**config.mk**
```make
export PLATFORM = sky130hd
export DESIGN_NAME = afk_chain
export DESIGN_NICKNAME = d
export VERILOG_FILES = /design/src/sv/afk_pkg.sv /design/src/sv/afk_cell.sv /design/src/sv/afk_chain.sv
export SDC_FILE = /design/constraint.sdc
export NUM_CORES = 2
export LEC_CHECK = 0
export BUFFER_PORTS_ARGS = -buffer_cell sky130_fd_sc_hd__buf_2
export CORE_ASPECT_RATIO = 0.9
export CORE_MARGIN = 8
export CORE_UTILIZATION = 45
export CTS_BUF_LIST = sky130_fd_sc_hd__clkbuf_4 sky130_fd_sc_hd__clkbuf_8 sky130_fd_sc_hd__clkbuf_16
export DETAILED_ROUTE_END_ITERATION = 12
export GPL_ROUTABILITY_DRIVEN = 0
export GPL_TIMING_DRIVEN = 0
export MAX_ROUTING_LAYER = met4
export PLACE_DENSITY = 0.68
export SYNTH_ARGS = -nofsm -noshare
export SYNTH_HDL_FRONTEND = slang
export SYNTH_HIERARCHICAL = 1
export SYNTH_SLANG_ARGS = --single-unit
```
**constraint.sdc**
```tcl
create_clock -name i_clk -period 12 [get_ports i_clk]
set_clock_uncertainty 0.05 [all_clocks]
set_input_delay 2.4 -clock i_clk [delete_from_list [all_inputs] [get_ports i_clk]]
set_output_delay 2.4 -clock i_clk [all_outputs]
set_load 0.01 [all_outputs]
```
**src/sv/afk_pkg.sv**
```systemverilog
`timescale 1ns / 1ps

package afk_pkg;

    // fixed-point formats
    localparam int ANGLE_FRAC_BITS  = 13;
    localparam int LENGTH_FRAC_BITS = 8;
    localparam int CORDIC_FRAC      = 16;
    localparam int ANGLE_SHIFT      = CORDIC_FRAC - ANGLE_FRAC_BITS;

    // pi in the angle format, rounded from a 32 fraction bit constant
    localparam longint PI_Q32   = 64'sd13493037705;
    localparam longint PI_Q_L   = (PI_Q32 + (64'sd1 << (31 - ANGLE_FRAC_BITS)))
                                  >>> (32 - ANGLE_FRAC_BITS);
    localparam int     PI_Q     = int'(PI_Q_L);
    localparam int     TWO_PI_Q = 2 * PI_Q;

    // cordic constants in q16
    localparam int PI_16        = 205887;
    localparam int HALF_PI_16   = 102944;
    localparam int CORDIC_GAIN  = 39797;
    localparam int CORDIC_STEPS = 16;
    localparam int DW           = 20;

    // output scaling
    localparam int FRAC_Y  = LENGTH_FRAC_BITS + 16;
    localparam int FRAC_XZ = LENGTH_FRAC_BITS + 32;
    localparam int OUT_MAX = 131071;
    localparam int OUT_MIN_MAG = 131072;

    // register indexes
    localparam logic [2:0] REG_LINK1       = 3'd0;
    localparam logic [2:0] REG_LINK2       = 3'd1;
    localparam logic [2:0] REG_LINK3       = 3'd2;
    localparam logic [2:0] REG_BASE_HEIGHT = 3'd3;
    localparam logic [2:0] REG_SHOULDER    = 3'd4;
    localparam logic [2:0] REG_START_BASE  = 3'd5;
    localparam logic [2:0] REG_START_ELBOW = 3'd6;
    localparam logic [2:0] REG_START_WRIST = 3'd7;

    // register reset values
    localparam logic [15:0] RST_LINK1       = 16'd1534;
    localparam logic [15:0] RST_LINK2       = 16'd2754;
    localparam logic [15:0] RST_LINK3       = 16'd4795;
    localparam logic [15:0] RST_BASE_HEIGHT = 16'd1075;
    localparam logic [15:0] RST_SHOULDER    = 16'd4779;
    localparam logic [15:0] RST_BASE_ANGLE  = 16'd0;
    localparam logic [15:0] RST_ELBOW_ANGLE = 16'd1532;
    localparam logic [15:0] RST_WRIST_ANGLE = 16'd1540;

    // angle tags carried through the chain
    localparam logic [1:0] TAG_BASE     = 2'd0;
    localparam logic [1:0] TAG_SHOULDER = 2'd1;
    localparam logic [1:0] TAG_ELBOW    = 2'd2;
    localparam logic [1:0] TAG_WRIST    = 2'd3;

    typedef enum logic [1:0] {
        S_IDLE,
        S_FEED,
        S_WAIT,
        S_HOLD
    } t_state;

    typedef struct packed {
        logic signed [DW-1:0] x;
        logic signed [DW-1:0] y;
        logic signed [DW-1:0] z;
    } t_cord;

    typedef struct packed {
        logic       valid;
        logic [1:0] tag;
        logic       neg;
    } t_tok;

    // arctangent table in q16
    function automatic logic signed [DW-1:0] atan_at(input int i);
        logic signed [DW-1:0] v;
        case (i)
            0:       v = 20'sd51472;
            1:       v = 20'sd30386;
            2:       v = 20'sd16055;
            3:       v = 20'sd8150;
            4:       v = 20'sd4091;
            5:       v = 20'sd2047;
            6:       v = 20'sd1024;
            7:       v = 20'sd512;
            8:       v = 20'sd256;
            9:       v = 20'sd128;
            10:      v = 20'sd64;
            11:      v = 20'sd32;
            12:      v = 20'sd16;
            13:      v = 20'sd8;
            14:      v = 20'sd4;
            15:      v = 20'sd2;
            default: v = 20'sd0;
        endcase
        return v;
    endfunction

    // wrap into [-pi, pi); input within one turn of the range
    function automatic logic signed [15:0] wrap_angle(input logic signed [17:0] a);
        logic signed [17:0] t;
        t = a + 18'(PI_Q);
        if (t < 0) begin
            t = t + 18'(TWO_PI_Q);
        end else if (t >= 18'(TWO_PI_Q)) begin
            t = t - 18'(TWO_PI_Q);
        end
        return 16'(t - 18'(PI_Q));
    endfunction

endpackage

```
**src/sv/afk_cell.sv**
```systemverilog
`timescale 1ns / 1ps

module afk_cell #(
    parameter int STEP = 0
) (
    input  logic          i_clk,
    input  logic          i_rst_n,
    input  afk_pkg::t_tok  i_tok,
    input  afk_pkg::t_cord i_cord,
    output afk_pkg::t_tok  o_tok,
    output afk_pkg::t_cord o_cord
);

    afk_pkg::t_tok  r_tok;
    afk_pkg::t_cord r_cord;
    afk_pkg::t_cord n_cord;

    // one micro-rotation, direction from the residual angle sign
    always_comb begin
        if (i_cord.z >= 0) begin
            n_cord.x = i_cord.x - (i_cord.y >>> STEP);
            n_cord.y = i_cord.y + (i_cord.x >>> STEP);
            n_cord.z = i_cord.z - afk_pkg::atan_at(STEP);
        end else begin
            n_cord.x = i_cord.x + (i_cord.y >>> STEP);
            n_cord.y = i_cord.y - (i_cord.x >>> STEP);
            n_cord.z = i_cord.z + afk_pkg::atan_at(STEP);
        end
    end

    always_ff @(posedge i_clk) begin
        if (!i_rst_n) begin
            r_tok <= '0;
        end else begin
            r_tok <= i_tok;
        end
    end

    always_ff @(posedge i_clk) begin
        r_cord <= n_cord;
    end

    assign o_tok  = r_tok;
    assign o_cord = r_cord;

endmodule

```
**src/sv/afk_chain.sv**
```systemverilog
`timescale 1ns / 1ps

module afk_chain (
    input  logic          i_clk,
    input  logic          i_rst_n,
    input  afk_pkg::t_tok  i_tok,
    input  afk_pkg::t_cord i_cord,
    output afk_pkg::t_tok  o_tok,
    output afk_pkg::t_cord o_cord
);

    afk_pkg::t_tok  w_tok  [0:afk_pkg::CORDIC_STEPS];
    afk_pkg::t_cord w_cord [0:afk_pkg::CORDIC_STEPS];

    assign w_tok[0]  = i_tok;
    assign w_cord[0] = i_cord;

    // row of rotation cells, one shift amount each
    for (genvar g = 0; g < afk_pkg::CORDIC_STEPS; g++) begin : g_cell
        afk_cell #(
            .STEP(g)
        ) u_cell (
            .i_clk  (i_clk),
            .i_rst_n(i_rst_n),
            .i_tok  (w_tok[g]),
            .i_cord (w_cord[g]),
            .o_tok  (w_tok[g+1]),
            .o_cord (w_cord[g+1])
        );
    end

    assign o_tok  = w_tok[afk_pkg::CORDIC_STEPS];
    assign o_cord = w_cord[afk_pkg::CORDIC_STEPS];

endmodule

```
== Yosys cells after proc, flatten, opt, wreduce, memory -nomap -nowiden ==
Cells that the tools add are included.
Cells by class
  magnitude comparators: 16
  add/subtract/negate cells: 95
  multiplexer cells: 16
Operators by type and width (number)
  $mux W60: 16
  $ge A20 B1 Y1 const B: 16
  $add A20 B10 Y20: 2
  $add A20 B11 Y20: 2
  $add A20 B12 Y20: 2
  $add A20 B12 Y20 const B: 2
  $add A20 B13 Y20: 2
  $add A20 B14 Y20: 2
  $add A20 B15 Y20: 2
  $add A20 B16 Y20: 2
  $add A20 B17 Y20: 2
  $add A20 B18 Y20: 2
  $add A20 B19 Y20: 2
  $add A20 B5 Y20: 2
  $add A20 B6 Y20: 2
  $add A20 B7 Y20: 2
  $add A20 B8 Y20: 2
  $add A20 B9 Y20: 2
  $sub A20 B10 Y20: 2
  $sub A20 B11 Y20: 2
  $sub A20 B12 Y20: 2
  $sub A20 B12 Y20 const B: 2
  $sub A20 B13 Y20: 2
  $sub A20 B14 Y20: 2
  other kinds (40): 51
Storage, ports and cells
  flip-flop bits (word level): 1024
  output and inout port bits: 64

== Depth between registers and ports, before layout ==
  word-level depth: 2
  depth in mapped cells: 19

== Cells and area by module ==
Netlist, hierarchy kept.
Modules (own cells, without submodules)
  afk_cell at g_cell[0].u_cell: cells each 649, times used 1, area each 5220.0 um^2
  afk_cell at g_cell[2].u_cell: cells each 601, times used 1, area each 5042.3 um^2
  afk_cell at g_cell[1].u_cell: cells each 587, times used 1, area each 4952.2 um^2
  afk_cell at g_cell[4].u_cell: cells each 557, times used 1, area each 4883.4 um^2
  afk_cell at g_cell[3].u_cell: cells each 556, times used 1, area each 4800.9 um^2
  afk_cell at g_cell[5].u_cell: cells each 555, times used 1, area each 4762.1 um^2
  afk_cell at g_cell[15].u_cell: cells each 529, times used 1, area each 4620.7 um^2
  afk_cell at g_cell[12].u_cell: cells each 530, times used 1, area each 4579.4 um^2
  afk_cell at g_cell[8].u_cell: cells each 504, times used 1, area each 4465.5 um^2
  afk_cell at g_cell[11].u_cell: cells each 513, times used 1, area each 4459.3 um^2
  afk_cell at g_cell[14].u_cell: cells each 493, times used 1, area each 4451.8 um^2
  afk_cell at g_cell[13].u_cell: cells each 511, times used 1, area each 4430.5 um^2
  afk_cell at g_cell[7].u_cell: cells each 474, times used 1, area each 4299.1 um^2
  afk_cell at g_cell[10].u_cell: cells each 486, times used 1, area each 4294.1 um^2
  2 more rows

== Least setup slack after synthesis ==
OpenSTA, ideal clock, no wires.
  path kind: input to register
  from: input i_cord[7] (netlist bit)
  to: register g_cell[0].u_cell.r_cord (netlist bit g_cell[0].u_cell/o_cord[19])
  path slack: 6.565 ns
  cell stages on the path: 12
  data required time: 11.827 ns
  library setup time: 0.123 ns
  arrival: 5.262 ns
  buffers on the path: 2
  cell sequence: or4_4 -> o41ai_4 -> buf_2 -> buf_2 -> ha_1 -> a21oi_1 -> o22ai_1 -> o31ai_1 -> a31oi_1 -> a311oi_1 -> o21bai_1 -> xor2_1
RTL lines
  start, declared: RTL line afk_chain.sv:7  | input afk_pkg::t_cord i_cord,
  end signal, assigned: RTL line afk_cell.sv:40  | r_cord <= n_cord;
  end, declared: RTL line afk_cell.sv:15  | afk_pkg::t_cord r_cord;

==> summary.txt <==
Outcome
  – Outcome: finished clean

Setup path
  – CP max stage cell: o41ai_4
  – Crit Reg-Reg Startpoint: g_cell[4].u_cell/o_cord[18]
  – CP max stage delay: 0.68 ns
  – Worst reg2reg setup slack: 6.67 ns
  – Worst path cell trace: buf_2 -> nor4_1 -> nand2_1 -> o41ai_4 -> buf_2 -> buf_2 -> ha_1 -> a21oi_1 -> o22ai_1 -> o31ai_1 -> a31oi_1 -> a311oi_1 -> o21bai_1 -> xor2_1
  – Worst r2r path cells: 17
  – Startpoint types: input port
  – WS Path Type: in2reg
  – CP endpoint kind: register
  – Critical path peak fanout: 19
  – Most frequent CP cell: buf_2
  – Worst Path Arrival: 6.40 ns
  – Reg2Reg Capture Point: g_cell[5].u_cell/o_cord[56]
  – Required time worst endpoint: 12.57 ns

Synthesis
  – Syn Inst Count: 8477
  – Synth top area share: 27.8%
  – Synth Net Count: 9521
  – Yosys top cell by area: dfxtp_1
  – Top cells by count, synth: dfxtp_1 (1023), ha_1 (929), a21oi_1 (730)
  – Post-Syn Area per Cell: 8.68 sq um
  – Ys async rst share: 0%
  – FF+latch count, synth: 1023
  – Seq/Total Area, Yosys: 27.8%
  – YS warnings: 6
  – Ranking of synthesized cells by area: dfxtp_1 (28%), ha_1 (16%), xnor2_1 (7.8%)
  – Unique cell type count in the Yosys netlist: 142
  – Post-synth EDFFs: 0
  – Primary FF master, synth: dfxtp_1
  – Cell area after technology mapping: 73600 sq um
  – Count leader, synth: dfxtp_1

Global route
  – Largest net degree at the start of global routing: 65
  – Global-route wire length before repair: 309000 um
  – Vias in the first global route: 60000
  – Initial antenna violation count: 1
  – GRT overflow: 0
  – Gr usage total: 21.2%

Drt
  – Final wirelength: 192000 um
  – Final ANT Viol Nets: 0
  – Iter 0 DRT Violations: 5110
  – Via count: 63100
  – Wirelength per Cell: 17.6 um
  – Vias per cell: 5.77
  – Detailed-router iteration count before antenna repair: 7
  – # DRC: 0

Clocking
  – CTS clk-pin slew, worst paths: 0.06 ns
  – TritonCTS buffer count: 109
  – Worst-Skew Late Latency: 0.75 ns
  – Htree depth: 3
  – CTS tree: yes
  – Max clock buf depth: 3
  – Clk sinks: 1023
  – Postcts setup bufs: 0
  – CTS resizes: 0
  – # hold bufs at CTS: 0
  – Root buf cell: clkbuf_16

Floorplan
  – Row count: 140
  – Core box area: 162000 sq um
  – Full die area: 177000 sq um
  – Initial core utilization: 45.4%
  – Die Width: 442 um
  – Die Y: 400 um
  – I/O Pins: 130

Layout
  – Layout Utilization: 49.8%
  – Layout cell share with drive strength beyond 1: 6.95%
  – Area growth syn-to-layout: 9.78%
  – Fillers: 15200
  – Post-route insts no fill: 10900
  – Fin nets: 9761

Worst hold path
  – Hold EP: g_cell[6].u_cell/o_cord[8]
  – Hold Crit Start: g_cell[5].u_cell/o_cord[8]
  – Worst hold path class: reg2reg
  – Worst hold stages: 0

STA
  – Worst hold slack: 0.240 ns
  – Final setup violation count: 0
  – Slew margin rel.: 13.8%
  – Final clock period utilization by the worst path: 48.6%
  – Final hold violation count: 0
  – Clock period minus worst slack: 5.83 ns
  – Slew Viols, Final: 0
  – RSZ-0062 raised after global routing: no
  – Setup TNS: 0 ns
  – Fmax: 0.172 GHz
  – Worst-Margin Slew: 1.29 ns

Place
  – Final HPWL DP: 154000 um
  – Placed cell count: 10700
  – IO Port Bufs: 129

Run
  – # Max-Cap Violations: 0
routing by layer:
| metal | up-vias | GRT usage, % | routed length (um) |
|---|---|---|---|
| met1 | 29400 | 29.6 | 94000 |
| met4 | 0 | 5.53 | 4830 |
| met2 | 1925 | 32.4 | 81200 |
| met3 | 329 | 2.83 | 12200 |
| li1 | 31400 | - | - |
| met5 | - | - | 0 |
state kept, by name, summed over array words and instances (netlist names):
name	flops
g_cell.u_cell/o_cord	959
g_cell.u_cell/o_tok	64
worst max-delay path: cells and delay by family:
kind,cells,cell delay (ns)
simple gates,2,0.44
compound gates,7,2.08
xor+xnor,1,0.17
buf+inv,3,0.94
fa+ha+maj,1,0.37
kinds of logic after synthesis:
group           share of synthesized area [%]
buf+inv                                  3.36
simple gates                             15.0
flops                                    27.8
xor+xnor                                 11.9
compound gates                           23.8
fa+ha+maj                                17.1
mux                                     0.971
stage by stage:
step / area [sq um] / setup WS, ns
after floorplan: 73600 / 6.56
after global placement: 76900 / 5.58
after global routing: 80800 / 5.94
after detailed placement: 76900 / 5.45
after CTS: 80800 / 6.23
final: 80800 / 6.17
worst max-delay path by stage:
| stage | start | endpoint | slack, ns |
|---|---|---|---|
| global route | i_cord[10] | g_cell[0].u_cell/o_cord[19] | 5.94 |
| floorplan | i_cord[7] | g_cell[0].u_cell/o_cord[19] | 6.56 |
| CTS | i_cord[10] | g_cell[0].u_cell/o_cord[19] | 6.23 |
| global placement | i_cord[10] | g_cell[0].u_cell/o_cord[19] | 5.58 |
| detailed placement | i_cord[10] | g_cell[0].u_cell/o_cord[19] | 5.45 |
| finish | i_cord[10] | g_cell[0].u_cell/o_cord[19] | 6.17 |
cells in the final DEF (no fill, tap or decap), drive strengths merged, types with 68 or more instances in the layout:
cell type  count
o21a         112
inv          457
o21ai        500
nor2         588
xor2         339
and3          68
ha           929
nand2        529
nand3        158
a21o         295
o211ai        97
xnor2        658
nor2b         89
dfxtp       1023
or3           79
nand2b        97
and2          87
o21bai       109
clkbuf       240
a211oi       135
a21oi        746
nor4         102
a31oi         68
buf          183
nor3         173
o31ai        122
final cells by class:
type | count | area, sq um | area share, %
multi-input combinational | 6847 | 50600 | 62.7
sequential | 1023 | 20500 | 25.3
clock buffer | 145 | 3120 | 3.86
tap | 2130 | 2670 | 3.30
inverter | 455 | 1720 | 2.13
clock inverter | 55 | 762 | 0.943
buffer | 152 | 752 | 0.931
timing repair buffer | 129 | 646 | 0.799
antenna | 2 | 5.00 | 0.00619
Power is not shown: default switching activity piles up to over one toggle a cycle in this logic, so the estimate is an artifact.
